[src/fdmd_pkg.sv]
// ----------------------------------------------------------------------------
// fdmd_pkg
// Shared widths, constants and types for the frame difference motion detector.
// ----------------------------------------------------------------------------
package fdmd_pkg;

    // frame store depth and derived widths
    localparam int MAX_PIXELS = 65536;
    localparam int ADDR_W     = (MAX_PIXELS > 1) ? $clog2(MAX_PIXELS) : 1;
    localparam int COUNT_W    = ADDR_W + 1;

    localparam int CHAN_W = 8;
    localparam int PIX_W  = 3 * CHAN_W;
    localparam int DIFF_W = CHAN_W + 2;      // sum of three channel differences

    localparam int SUM_W = 26;
    localparam logic [SUM_W-1:0] SUM_MAX = {SUM_W{1'b1}};

    localparam int FP_W  = 17;
    localparam int THR_W = 8;
    localparam int THR3_W  = THR_W + 2;
    localparam int LIMIT_W = COUNT_W + THR3_W;
    localparam int CMP_W   = (LIMIT_W > SUM_W) ? LIMIT_W : SUM_W;

    localparam logic [FP_W-1:0]  FP_RESET  = 17'h10000;
    localparam logic [THR_W-1:0] THR_RESET = 8'd10;

    // configuration port
    localparam int CFG_IDX_W  = 1;
    localparam int CFG_DATA_W = FP_W;
    localparam logic [CFG_IDX_W-1:0] REG_FRAME_PIXELS = 1'd0;
    localparam logic [CFG_IDX_W-1:0] REG_THRESHOLD    = 1'd1;

    // result queue
    localparam int FIFO_DEPTH = 4;
    localparam int FIFO_PTR_W = $clog2(FIFO_DEPTH);
    localparam int FIFO_CNT_W = FIFO_PTR_W + 1;

    localparam int OUT_DATA_W = 32;

    // control that follows a pixel down the pipe
    typedef struct packed {
        logic               valid;
        logic               last;
        logic               use_prev;
        logic [LIMIT_W-1:0] limit;
    } fdmd_ctrl_t;

    typedef struct packed {
        logic             first_frame;
        logic             motion_found;
        logic [SUM_W-1:0] difference_total;
    } fdmd_result_t;

endpackage

[src/fdmd_lane.sv]
// ----------------------------------------------------------------------------
// fdmd_lane
// One color channel: registered absolute difference against the stored value.
// ----------------------------------------------------------------------------
module fdmd_lane
    import fdmd_pkg::*;
(
    input  logic              clk,
    input  logic              en,
    input  logic [CHAN_W-1:0] cur_level,
    input  logic [CHAN_W-1:0] old_level,
    output logic [CHAN_W-1:0] diff
);

    logic [CHAN_W-1:0] diff_reg, diff_next;

    always_comb
    begin
        if (cur_level > old_level)
        begin
            diff_next = cur_level - old_level;
        end
        else
        begin
            diff_next = old_level - cur_level;
        end
    end

    always_ff @(posedge clk)
    begin
        if (en)
        begin
            diff_reg <= diff_next;
        end
    end

    assign diff = diff_reg;

endmodule

[config.mk]
export PLATFORM = sky130hd
export DESIGN_NAME = fdmd_lane
export DESIGN_NICKNAME = d
export VERILOG_FILES = /design/src/fdmd_pkg.sv /design/src/fdmd_lane.sv
export SDC_FILE = /design/constraint.sdc
export NUM_CORES = 1
export LEC_CHECK = 0
export ABC_AREA = 0
export BUFFER_PORTS_ARGS = -buffer_cell sky130_fd_sc_hd__buf_2
export CORE_UTILIZATION = 55
export CTS_CLUSTER_DIAMETER = 200
export DETAILED_ROUTE_END_ITERATION = 10
export PLACE_DENSITY = 0.84
export SLEW_MARGIN = 15
export SYNTH_ARGS = -nofsm -noshare
export SYNTH_HDL_FRONTEND = slang
export SYNTH_SLANG_ARGS = --single-unit
[constraint.sdc]
create_clock -name clk -period 3.55 [get_ports clk]
set_input_delay 0.355 -clock clk [delete_from_list [all_inputs] [get_ports clk]]
set_output_delay 0.355 -clock clk [all_outputs]
set_load 0.01 [all_outputs]
Word-level counts from Yosys, hierarchy flattened
Cells that the tools add are included.
{"block": "classes", "addsub": 2, "order_cmp": 1, "n_mux": 1}
{"op": "$sub 8x8->8", "n": 2}
{"op": "$gt 8x8->1", "n": 1}
{"op": "$mux 8", "n": 1}
{"block": "totals", "reg_bits": 8, "inputBits": 18, "out_inout_bits": 8, "elab_cells": 5}

Depth between registers and ports, before layout
{"block": "logic_depth", "ltp_word": 2, "ltp_mapped": 9, "depth_no_buf": 8}

Worst setup path before layout
No wires, ideal clock.
{"block": "synth_timing", "path_kind": "in2reg", "start": "input port cur_level[0]", "end": "register diff_reg[2], in the netlist diff[2], data pin", "setup_time_ns": 0.263, "arrival_time_ns": 1.801, "required_time_ns": 3.287, "setup_slack_ns": 1.486, "stages": 9, "n_path_buf": 1, "cell_sequence": "inv_1 ha_1 fa_1 nand3b_1 a21oi_1 o31a_1 buf_6 mux2i_1 xor2_1"}
{"block": "synth_between", "elab_chain_cells": 2, "elab_cells_between_ends": 4, "classes_between": "add/sub (2); order compare (1); mux (1)"}
{"element": "start: declaration", "line_no": "fdmd_lane.sv:10", "rtl": "input logic [CHAN_W-1:0] cur_level,"}
{"element": "$sub 8x8->8 (tied with other cells)", "line_no": "fdmd_lane.sv:25", "rtl": "diff_next = old_level - cur_level;"}
{"element": "$mux 8 (*)", "line_no": "fdmd_lane.sv:19", "rtl": "if (cur_level > old_level)"}
{"element": "named net diff_next[2]", "line_no": "fdmd_lane.sv:15", "rtl": "logic [CHAN_W-1:0] diff_reg, diff_next;"}
{"element": "end signal: assignment", "line_no": "fdmd_lane.sv:33", "rtl": "diff_reg <= diff_next;"}
{"element": "end: declaration", "line_no": "fdmd_lane.sv:15"}
The timed path passes the listed nets; every way through them passes the cells marked *.
A chain may end at the register's enable or synchronous reset.

Final worst setup path
{"block": "layout_timing", "start": "input port cur_level[0]", "end": "register diff_reg[3], in the netlist diff[3], data pin"}
The elaborated chain is that of the path after synthesis.

==> metrics.txt <==
count of final setup violators=0; run status=finished clean; CP endpoint kind=register; max-cap check violation count=0; area grow syn2layout=14.5%; Post-Syn Area per Cell=9.72 um2; Design Power=0.339 mW; Power Density=324 nW/um2; post-CTS setup repair buffer count=0; maximum VDD drop=144 uV; worst min path class=primary input to register; Distinct cells, synth=27; first-pass GRT wire length=2.75 mm; CP Cell Sequence=buf_2 -> inv_1 -> ha_1 -> fa_1 -> nand3b_1 -> a21oi_1 -> o31a_1 -> mux2i_1 -> xnor2_1; RSZ-0062 raised after global routing=false; largest family of logic cells by synthesized area=adder cells; Final GP Congestion=0.915; First DRT Iteration DRCs=14; via count=745; Synth Register Bits=8; Hold Path Depth=1; HPWL after DPL=1.44 mm; antenna cells=0; delay of the slowest critical-path stage=410 ps; maximum number of pins on one net before global-route repair=12; CP Max Fanout=7; Final Cycle Share=64.2%; TritonCTS Buffers=3; Yosys top cell by area=edfxtp_1; io pins=26; asr flop ratio synth=0%; CTS tree=built; initial antenna violation count=0; Synth Cell Area=913 um2; drt first pass iters=4; Setup Total Neg Slack=0 ps; Largest register FFs=8; Worst path slowest cell=o31a_1; Critical Path Source=cur_level[0]; final wirelength=1.68 mm; EDFF count, synth=8; fraction of the mapped netlist area in simple logic gates=6.30%; via/cell ratio=5.56; Worst-Margin Slew=413 ps; post-CTS resize count=0; # H-tree levels=1; number of global-route vias before repair=684; Port Buf Inserts=25; top post-synthesis cells by area=edfxtp_1 (26%), ha_1 (21%), mux2i_1 (7.7%), inv_1 (6.6%), fa_1 (4.4%); Layout Nets=155; hold_buf cts=0; Rows=14; Primary FF master, synth=edfxtp_1; LEAKAGE=0.549 nW; clk slew on worst S/H paths=50 ps; Starting Density=59.9%; Die H=42.8 um; CTS Root Cell=clkbuf_4; clock sinks=8; register area share after synthesis=26.3%; Syn Inst Count=94; Post-Synth Adder-Cell Area=24.9%; Synth Net Count=129; Setup CP Type=primary input to register; core area=1520 um2; CP Capture Point=diff[3]; count of final max-slew check failures=0; drt wl/cell=12.5 um; CP arrival=2250 ps; drt drc=0; top-area cell type share of the netlist area=26.3%; grt ovf=0; post-detailed-route count of antenna-violating nets=0; # fillers=129; maximum clock rate=0.439 GHz; Synth warnings=0; XOR/XNOR share of the synthesized area=5.75%; All-Layer GR Usage=19.4%; Rel. slew slack=72.1%; Clock Path Buffers=2; Worst setup SP type=primary input; fin crit period=2280 ps; Hold Vio Cnt, Final=0; post-synthesis compound-gate area fraction=18.6%; Die W=42.8 um; post-synthesis mux area share=7.67%; share of cells above drive strength 1=28.0%; full die area=1830 um2; Data required, critical path=3520 ps
==> critical path: cells and delay by family <==
| kind | cells | cell delay [ps] |
|---|---|---|
| compound gates | 2 | 570 |
| mux | 1 | 300 |
| buf+inv | 2 | 130 |
| fa+ha+maj | 2 | 600 |
| simple gates | 1 | 190 |
| xor+xnor | 1 | 110 |
==> cell usage in the layout, fill, tap and decap left out, types with 4 or more instances in the layout <==
| cell | n |
|---|---|
| a21oi_1 | 4 |
| a31oi_1 | 4 |
| inv_1 | 16 |
| o21ai_0 | 6 |
| xor2_1 | 4 |
| ha_1 | 15 |
| edfxtp_1 | 8 |
| buf_2 | 25 |
| mux2i_1 | 7 |
==> power breakdown <==
part / leakage (nW) / internal (mW) / switching (mW)
logic: 0.457 / 0.0638 / 0.0809
registers: 0.0783 / 0.128 / 0.00344
clock network: 0.0138 / 0.0383 / 0.0251
==> cell usage after synthesis (2+ instances only) <==
master / n
ha_1: 15
a21o_1: 2
fa_1: 2
a31oi_1: 4
mux2i_1: 7
a211oi_1: 2
a311oi_1: 2
nand2_1: 3
a21oi_1: 4
inv_1: 16
o21ai_0: 6
edfxtp_1: 8
buf_6: 2
nor2_1: 3
xor2_1: 4
xnor2_1: 2
a21o_2: 2
==> routing by layer <==
layer	routed length (um)	global-route usage, %	vias up
li1	-	-	382
met1	722	22.9	331
met2	858	33.9	30
met3	80	1.70	2
met4	14	10.6	0
met5	0	0	-
==> through the flow <==
step	setup slack, ps	hold WS, ps	std cells	utilization [%]	instance area, um2
2_1_floorplan	1490	467	94	-	913
3_3_place_gp	1150	691	131	67.2	1020
3_5_place_dp	1020	696	131	67.2	1020
4_1_cts	1270	440	134	68.6	1050
5_1_grt	1180	448	134	68.6	1050
6_report	1270	444	134	68.6	1050
==> cell type report <==
class                           instances  area (um2)  share of cell area [%]
Clock buffer                            3        22.5                    2.15
Inverter                               16        60.1                    5.74
Multi-Input combinational cell         66         578                    55.3
Sequential cell                         8         240                    23.0
Tap cell                               16        20.0                    1.91
Timing Repair Buffer                   25         125                    12.0
==> cells by family after synthesis <==
| kind of cell | count (synthesis) |
|---|---|
| compound gates | 25 |
| flops | 8 |
| mux | 7 |
| xor+xnor | 6 |
| fa+ha+maj | 17 |
| simple gates | 11 |
| buf+inv | 20 |
==> how the worst min path moves through the flow <==
stage               endpoint  from  slack [ps]
floorplan            diff[0]    en         470
global placement     diff[2]    en         690
detailed placement   diff[4]    en         700
CTS                  diff[4]    en         440
global route         diff[4]    en         450
finish               diff[4]    en         440
Note: power is estimated with default switching activity, not from simulation.
