`src/fdmd_pkg.sv`:
```
// ----------------------------------------------------------------------------
// fdmd_pkg
// Shared widths, constants and types for the frame difference motion detector.
// ----------------------------------------------------------------------------
package fdmd_pkg;

    // frame store depth and derived widths
    localparam int MAX_PIXELS = 65536;
    localparam int ADDR_W     = (MAX_PIXELS > 1) ? $clog2(MAX_PIXELS) : 1;
    localparam int COUNT_W    = ADDR_W + 1;

    localparam int CHAN_W = 8;
    localparam int PIX_W  = 3 * CHAN_W;
    localparam int DIFF_W = CHAN_W + 2;      // sum of three channel differences

    localparam int SUM_W = 26;
    localparam logic [SUM_W-1:0] SUM_MAX = {SUM_W{1'b1}};

    localparam int FP_W  = 17;
    localparam int THR_W = 8;
    localparam int THR3_W  = THR_W + 2;
    localparam int LIMIT_W = COUNT_W + THR3_W;
    localparam int CMP_W   = (LIMIT_W > SUM_W) ? LIMIT_W : SUM_W;

    localparam logic [FP_W-1:0]  FP_RESET  = 17'h10000;
    localparam logic [THR_W-1:0] THR_RESET = 8'd10;

    // configuration port
    localparam int CFG_IDX_W  = 1;
    localparam int CFG_DATA_W = FP_W;
    localparam logic [CFG_IDX_W-1:0] REG_FRAME_PIXELS = 1'd0;
    localparam logic [CFG_IDX_W-1:0] REG_THRESHOLD    = 1'd1;

    // result queue
    localparam int FIFO_DEPTH = 4;
    localparam int FIFO_PTR_W = $clog2(FIFO_DEPTH);
    localparam int FIFO_CNT_W = FIFO_PTR_W + 1;

    localparam int OUT_DATA_W = 32;

    // control that follows a pixel down the pipe
    typedef struct packed {
        logic               valid;
        logic               last;
        logic               use_prev;
        logic [LIMIT_W-1:0] limit;
    } fdmd_ctrl_t;

    typedef struct packed {
        logic             first_frame;
        logic             motion_found;
        logic [SUM_W-1:0] difference_total;
    } fdmd_result_t;

endpackage

```
`src/fdmd_merge.sv`:
```
// ----------------------------------------------------------------------------
// fdmd_merge
// Combines lane differences into the frame sum, decides motion, queues results.
// ----------------------------------------------------------------------------
module fdmd_merge
    import fdmd_pkg::*;
(
    input  logic              clk,
    input  logic              rst_n,
    input  fdmd_ctrl_t        ctrl_in,
    input  logic [CHAN_W-1:0] diff_red,
    input  logic [CHAN_W-1:0] diff_green,
    input  logic [CHAN_W-1:0] diff_blue,
    output logic              room,
    output logic              res_valid,
    input  logic              res_ready,
    output fdmd_result_t      res
);

    fdmd_ctrl_t              ctrl_reg;
    logic [SUM_W-1:0]        sum_reg, sum_next;
    fdmd_result_t            fifo_mem [FIFO_DEPTH];
    logic [FIFO_PTR_W-1:0]   wr_ptr_reg, wr_ptr_next;
    logic [FIFO_PTR_W-1:0]   rd_ptr_reg, rd_ptr_next;
    logic [FIFO_CNT_W-1:0]   cnt_reg,    cnt_next;

    logic [DIFF_W-1:0]  d_total;
    logic [SUM_W:0]     acc;
    logic [SUM_W-1:0]   acc_sat;
    logic               push;
    logic               pop;
    fdmd_result_t       push_data;
    logic [FIFO_CNT_W+1:0] pending;

    always_comb
    begin
        d_total = DIFF_W'(diff_red) + DIFF_W'(diff_green) + DIFF_W'(diff_blue);
        acc     = {1'b0, sum_reg} + (SUM_W + 1)'(d_total);
        acc_sat = acc[SUM_W] ? SUM_MAX : acc[SUM_W-1:0];

        push = ctrl_reg.valid && ctrl_reg.last;
        pop  = res_valid && res_ready;

        push_data.first_frame      = !ctrl_reg.use_prev;
        push_data.difference_total = ctrl_reg.use_prev ? acc_sat : '0;
        push_data.motion_found     = ctrl_reg.use_prev &&
            (CMP_W'(acc_sat) > CMP_W'(ctrl_reg.limit));

        sum_next = sum_reg;
        if (ctrl_reg.valid)
        begin
            if (ctrl_reg.last)
            begin
                sum_next = '0;
            end
            else if (ctrl_reg.use_prev)
            begin
                sum_next = acc_sat;
            end
        end

        wr_ptr_next = push ? wr_ptr_reg + FIFO_PTR_W'(1) : wr_ptr_reg;
        rd_ptr_next = pop  ? rd_ptr_reg + FIFO_PTR_W'(1) : rd_ptr_reg;
        cnt_next    = cnt_reg + FIFO_CNT_W'(push) - FIFO_CNT_W'(pop);

        // every pixel in flight may still produce a result
        pending = (FIFO_CNT_W + 2)'(cnt_reg) + (FIFO_CNT_W + 2)'(ctrl_in.valid)
                + (FIFO_CNT_W + 2)'(ctrl_reg.valid);
        room    = pending < (FIFO_CNT_W + 2)'(FIFO_DEPTH);
    end

    always_ff @(posedge clk)
    begin
        if (push)
        begin
            fifo_mem[wr_ptr_reg] <= push_data;
        end
    end

    always_ff @(posedge clk or negedge rst_n)
    begin
        if (!rst_n)
        begin
            ctrl_reg   <= '0;
            sum_reg    <= '0;
            wr_ptr_reg <= '0;
            rd_ptr_reg <= '0;
            cnt_reg    <= '0;
        end
        else
        begin
            ctrl_reg   <= ctrl_in;
            sum_reg    <= sum_next;
            wr_ptr_reg <= wr_ptr_next;
            rd_ptr_reg <= rd_ptr_next;
            cnt_reg    <= cnt_next;
        end
    end

    assign res_valid = (cnt_reg != '0);
    assign res       = fifo_mem[rd_ptr_reg];

`ifndef SYNTHESIS
    a_fifo_bound: assert property (@(posedge clk) disable iff (!rst_n)
        cnt_reg <= FIFO_CNT_W'(FIFO_DEPTH))
        else $error("result queue over depth");

    a_no_overflow: assert property (@(posedge clk) disable iff (!rst_n)
        push |-> (cnt_reg < FIFO_CNT_W'(FIFO_DEPTH)))
        else $error("result pushed into full queue");

    a_sum_cleared: assert property (@(posedge clk) disable iff (!rst_n)
        (ctrl_reg.valid && ctrl_reg.last) |=> (sum_reg == '0))
        else $error("frame sum not cleared after last pixel");

    a_first_no_sum: assert property (@(posedge clk) disable iff (!rst_n)
        (ctrl_reg.valid && !ctrl_reg.use_prev) |=> (sum_reg == '0))
        else $error("frame sum grew during first frame");
`endif

endmodule
```
`config.mk`:
```
export PLATFORM = sky130hd
export DESIGN_NAME = fdmd_merge
export DESIGN_NICKNAME = d
export VERILOG_FILES = /design/src/fdmd_pkg.sv /design/src/fdmd_merge.sv
export SDC_FILE = /design/constraint.sdc
export NUM_CORES = 1
export LEC_CHECK = 0
export BUFFER_PORTS_ARGS = -buffer_cell sky130_fd_sc_hd__buf_2
export CAP_MARGIN = 5
export CORE_MARGIN = 2
export CORE_UTILIZATION = 59
export CTS_CLUSTER_DIAMETER = 60
export DETAILED_ROUTE_END_ITERATION = 10
export PLACE_DENSITY = 0.82
export SLEW_MARGIN = 20
export SYNTH_ARGS = -nofsm -noshare
export SYNTH_HDL_FRONTEND = slang
export SYNTH_SLANG_ARGS = --single-unit
export TNS_END_PERCENT = 100
```
`constraint.sdc`:
```
create_clock -name clk -period 5.35 [get_ports clk]
set_input_delay 0.535 -clock clk [delete_from_list [all_inputs] [get_ports clk]]
set_output_delay 0.535 -clock clk [all_outputs]
set_load 0.05 [all_outputs]
```
# ---- Word-level counts from Yosys, hierarchy flattened
# Memories as Yosys holds them, arrays and structs flattened.
# Index checks and enable logic that the tools add are counted.
dict set report op_classes {
  order_cmp 2
  addsub 9
  reduce_logical 7
  muxes 6
}
# operator n
set ops {}
lappend ops {{two-way mux 26 bit} 4}
lappend ops {{adder 26 x 10 -> 27 bit} 1}
lappend ops {{greater-than comparator 26 x 27 -> 1 bit} 1}
lappend ops {{adder 9 x 8 -> 10 bit} 1}
lappend ops {{adder 8 x 8 -> 9 bit} 1}
lappend ops {{adder 4 x 1 -> 5 bit} 1}
lappend ops {{< comparator 5 x 3 -> 1 bit (second input constant)} 1}
lappend ops {{adder 2 x 1 -> 2 bit (second input constant)} 2}
lappend ops {{adder 3 x 1 -> 4 bit} 1}
lappend ops {{adder 3 x 1 -> 3 bit} 1}
lappend ops {{logical AND 1 bit} 3}
lappend ops {{nonzero test 3 bit} 1}
lappend ops {{subtractor 3 x 1 -> 3 bit} 1}
lappend ops {{two-way mux 1 bit} 2}
lappend ops {{AND reduction 2 bit} 1}
lappend ops {{nonzero test 2 bit} 1}
lappend ops {{logical NOT 1 bit} 1}
dict set report word_totals {
  elab_cells 33
  in_bits 57
  memories 1
  output_inout_bits 30
  ff_bits 63
  mem_bits_rw 112
}
# name depth word_bits read_ports rd_ports_with_merged_regs wr line_no
set memory_table {}
lappend memory_table {fifo_mem 4 28 1 0 1 fdmd_merge.sv:22} ;# fdmd_result_t fifo_mem [FIFO_DEPTH];

# ---- Longest topological paths before layout
dict set report logic_depth {
  ltp_word 6
  mapped_depth 20
  ltp_nobuf 20
}

# ---- Least setup slack after synthesis
# No wires, ideal clock.
dict set report synth_timing {
  kind {input to register}
  startpoint {input diff_red[1]}
  endpoint {memory fifo_mem[0][26] in the netlist's numbering, data pin}
  arrival_ps 4316
  slack_ps 761
  setup_ps 273
  path_buffers 0
  required_ps 5077
  path_stages 20
  path_cell_list {inv_1 -> fa_1 -> inv_1 -> fa_1 -> ha_1 -> inv_1 -> fa_1 -> nand2b_1 -> a21oi_1 -> o211a_2 -> o2111ai_1 -> xor2_1 -> nand2_1 -> ha_1 -> a21o_1 -> a21o_1 -> a21oi_1 -> o22ai_1 -> o211ai_1 -> a21oi_1}
}
# element line_no
set synth_lines {}
lappend synth_lines {{start, declared} fdmd_merge.sv:11} ;# input logic [CHAN_W-1:0] diff_red,
lappend synth_lines {{end, declared} fdmd_merge.sv:22}

==> flow_summary.json <==
{
  "cpPeakStageDelay_ns": 0.55,
  "clock_sinks": 175,
  "netlist.area_leader.share": 0.393,
  "yosysSeqAreaShare": 0.577,
  "synth.distinct_cells": 60,
  "synth_nets": 758,
  "drcViolationCount": 0,
  "fin_crit_ns": 4.99,
  "hold_class": "in -> reg",
  "clockRootBuffer": "clkbuf_16",
  "maxCapViolCount": 0,
  "ios": 87,
  "final_cells": 935,
  "die_width_um": 124,
  "gr-total-overflow": 0,
  "drt_iter0_markers": 478,
  "synth_ff_type": "edfxtp_1",
  "gp_congestion": 0.901,
  "fin_util": 0.684,
  "ant_nets": 0,
  "vias": 5538,
  "postSynthCellCount": 639,
  "placed_cells": 903,
  "crit_family": "adder cells",
  "crit_type": "in -> reg",
  "worst_pin_slew_ns": 0.988,
  "cts_buffer_depth": 2,
  "cts_buffers": 17,
  "ys_warn_count": 0,
  "cts_resized": 0,
  "finalSetupTns_ns": 0,
  "drive_gt1_frac": 0.229,
  "num_rows": 44,
  "clk_latency_ns": 0.43,
  "grt_max_degree": 64,
  "postSynthAreaPerCell_um2": 13.4,
  "skew_ns": 0.00611,
  "first_global_vias": 5771,
  "diodes": 0,
  "vias_per_cell": 5.92,
  "fp.coreArea_mm2": 0.0144,
  "powerDensity_mw_per_mm2": 534,
  "grt_setup_unrepaired": "false",
  "endpoint_kind": "register",
  "cts_tree": "yes",
  "maxSlewViolCount": 0,
  "die-area_mm2": 0.0155,
  "clk_pin_slew_worst_paths_ns": 0.06,
  "synth.ff_latch_count": 175,
  "routedWlPerCell_um": 19.8,
  "relSlewSlack": 0.342,
  "synth_area_leaders": "edfxtp_1, dfrtp_1, mux4_2",
  "routed_wl_um": 18500,
  "antenna_found_initial": 1,
  "hold_buffers": 0,
  "netlist_area_mm2": 0.00856,
  "postCtsSetupRepairBufs": 0,
  "hold_viol_final": 0,
  "dp_hpwl_um": 12600,
  "yosysTopAreaCell": "edfxtp_1",
  "p_leak_uw": 0.00434,
  "largest_reg_flops": 112,
  "status": "finished clean",
  "crit_chain": "buf_2 > inv_1 > fa_1 > inv_1 > fa_1 > ha_1 > inv_1 > fa_1 > nand2b_1 > a21oi_1 > o211a_2 > o2111ai_1 > xor2_1 > nand2_1 > ha_1 > nand4_1 > or2_2 > nor2_1 > nand3_1 > o211ai_1 > a21oi_1",
  "area_delta_synth_final_pct": 14.9,
  "firstDrtPassIters": 5,
  "fin_crit_sh": 0.932,
  "worst_ir_drop_vdd_uv": 299,
  "path_buf_inv": 4,
  "synthArstFlopShare": 0.360,
  "fmax_mhz": 201,
  "power_uw": 5250,
  "grt_pass1_wl_um": 29900,
  "critPathMaxFanout": 7,
  "htree_num_levels": 4,
  "initial_core_util": 0.596,
  "worstSetupStartpointType": "input port",
  "die_h_um": 124,
  "critPathSlowestCell": "fa_1",
  "synth-edff-count": 112,
  "port_buffers": 86,
  "setup_viol": 0,
  "grtUsageTotal": 0.254,
  "worstPathArrival_ns": 5.14,
  "nNetsFinal": 857,
  "worstPathRequired_ns": 5.50
}
cell type report:
type	instances	area, um2
clock buffer	22	454
clock inverter	10	161
fill	971	4540
inverter	86	323
multi-input combinational	358	3190
sequential	175	4940
tap	184	230
timing repair buffer	100	536
path summary, 6_finish.rpt:
check	from	to	slack, ns	cells after the start
worst max register to register	sum_reg[1]	fifo_mem[0][26]	0.76	17
worst max-delay path	diff_red[1]	fifo_mem[0][26]	0.36	21
max in group asynchronous	rst_n	rd_ptr_reg[0]	4.50	2
worst min-delay path	ctrl_in[22]	ctrl_reg[22]	0.20	1
min in group asynchronous	rst_n	rd_ptr_reg[1]	0.29	2
worst min register to register	sum_reg[3]	sum_reg[3]	0.50	1
layout by cell type, fill, tap and decap left out, types with 8 or more instances in the layout:
cell type | synthesis | final
xnor2_1 | 9 | 9
buf_2 | 4 | 86
nor3_1 | 8 | 8
buf_4 | 1 | 14
dfrtp_1 | 63 | 62
xor2_1 | 9 | 9
ha_1 | 45 | 45
inv_1 | 86 | 86
nor2_1 | 31 | 31
nand2_1 | 27 | 27
a21o_1 | 14 | 14
a21oi_1 | 38 | 38
a22o_1 | 9 | 9
and3_1 | 9 | 9
edfxtp_1 | 112 | 112
fa_1 | 17 | 17
mux4_2 | 28 | 28
clkbuf_16 | 0 | 17
o21ai_0 | 18 | 17
Yosys cell counts (8+ instances only):
master and n:
xnor2_1 9, nand2_1 27, ha_1 45, o21ai_0 18, edfxtp_1 112, inv_1 86, dfrtp_1 63, a21oi_1 38
xor2_1 9, and3_1 9, mux4_2 28, a22o_1 9, fa_1 17, nor2_1 31, a21o_1 14, clkbuf_1 9
nor3_1 8
stage by stage:
stage	area (um2)	setup WS (ns)	hold WS, ns
detailed placement	9220	0.00443	0.483
finish	9830	0.363	0.204
CTS	9830	0.423	0.193
global placement	9220	0.217	0.472
floorplan	8560	0.761	0.239
global route	9830	0.125	0.189
metal layers:
layer,routed length (um),GRT usage,vias up
met1,7560,0.323,2751
met2,9370,0.423,204
met5,13,0,-
li1,-,-,2533
met4,547,0.120,2
met3,1040,0.0490,48
report_power, final:
part	switching (uW)	leakage [uW]	total (uW)	internal (uW)
Clock	494	0.000302	1290	794
Sequential	127	0.00187	1790	1670
Combinational	1400	0.00216	2170	772
Total	2020	0.00434	5250	3230
worst reg2reg max path, delay by kind of cell (launching register included):
| kind | cells | cell delay (ns) |
|---|---|---|
| xor gates and xnor gates | 1 | 0.28 |
| buffers and inverters | 1 | 0.06 |
| DFF | 1 | 0.41 |
| adders and majority gates | 4 | 1.44 |
| and+or+nand+nor | 6 | 1.10 |
| AOI/OAI and AO/OA | 5 | 1.01 |
cell families (layout without fill, tap and decap cells):
kind of cell | count (synthesis) | count (layout) | share of synthesized area
AO/OA/AOI/OAI | 133 | 133 | 0.104
XOR/XNOR | 18 | 18 | 0.0184
flip-flops | 175 | 175 | 0.577
multiplexers | 31 | 31 | 0.0775
AND/OR/NAND/NOR | 114 | 114 | 0.0661
adder cells (fa/ha/maj) | 62 | 62 | 0.106
buffers and inverters | 106 | 218 | 0.0510
Power figures use the tool's default switching activity.
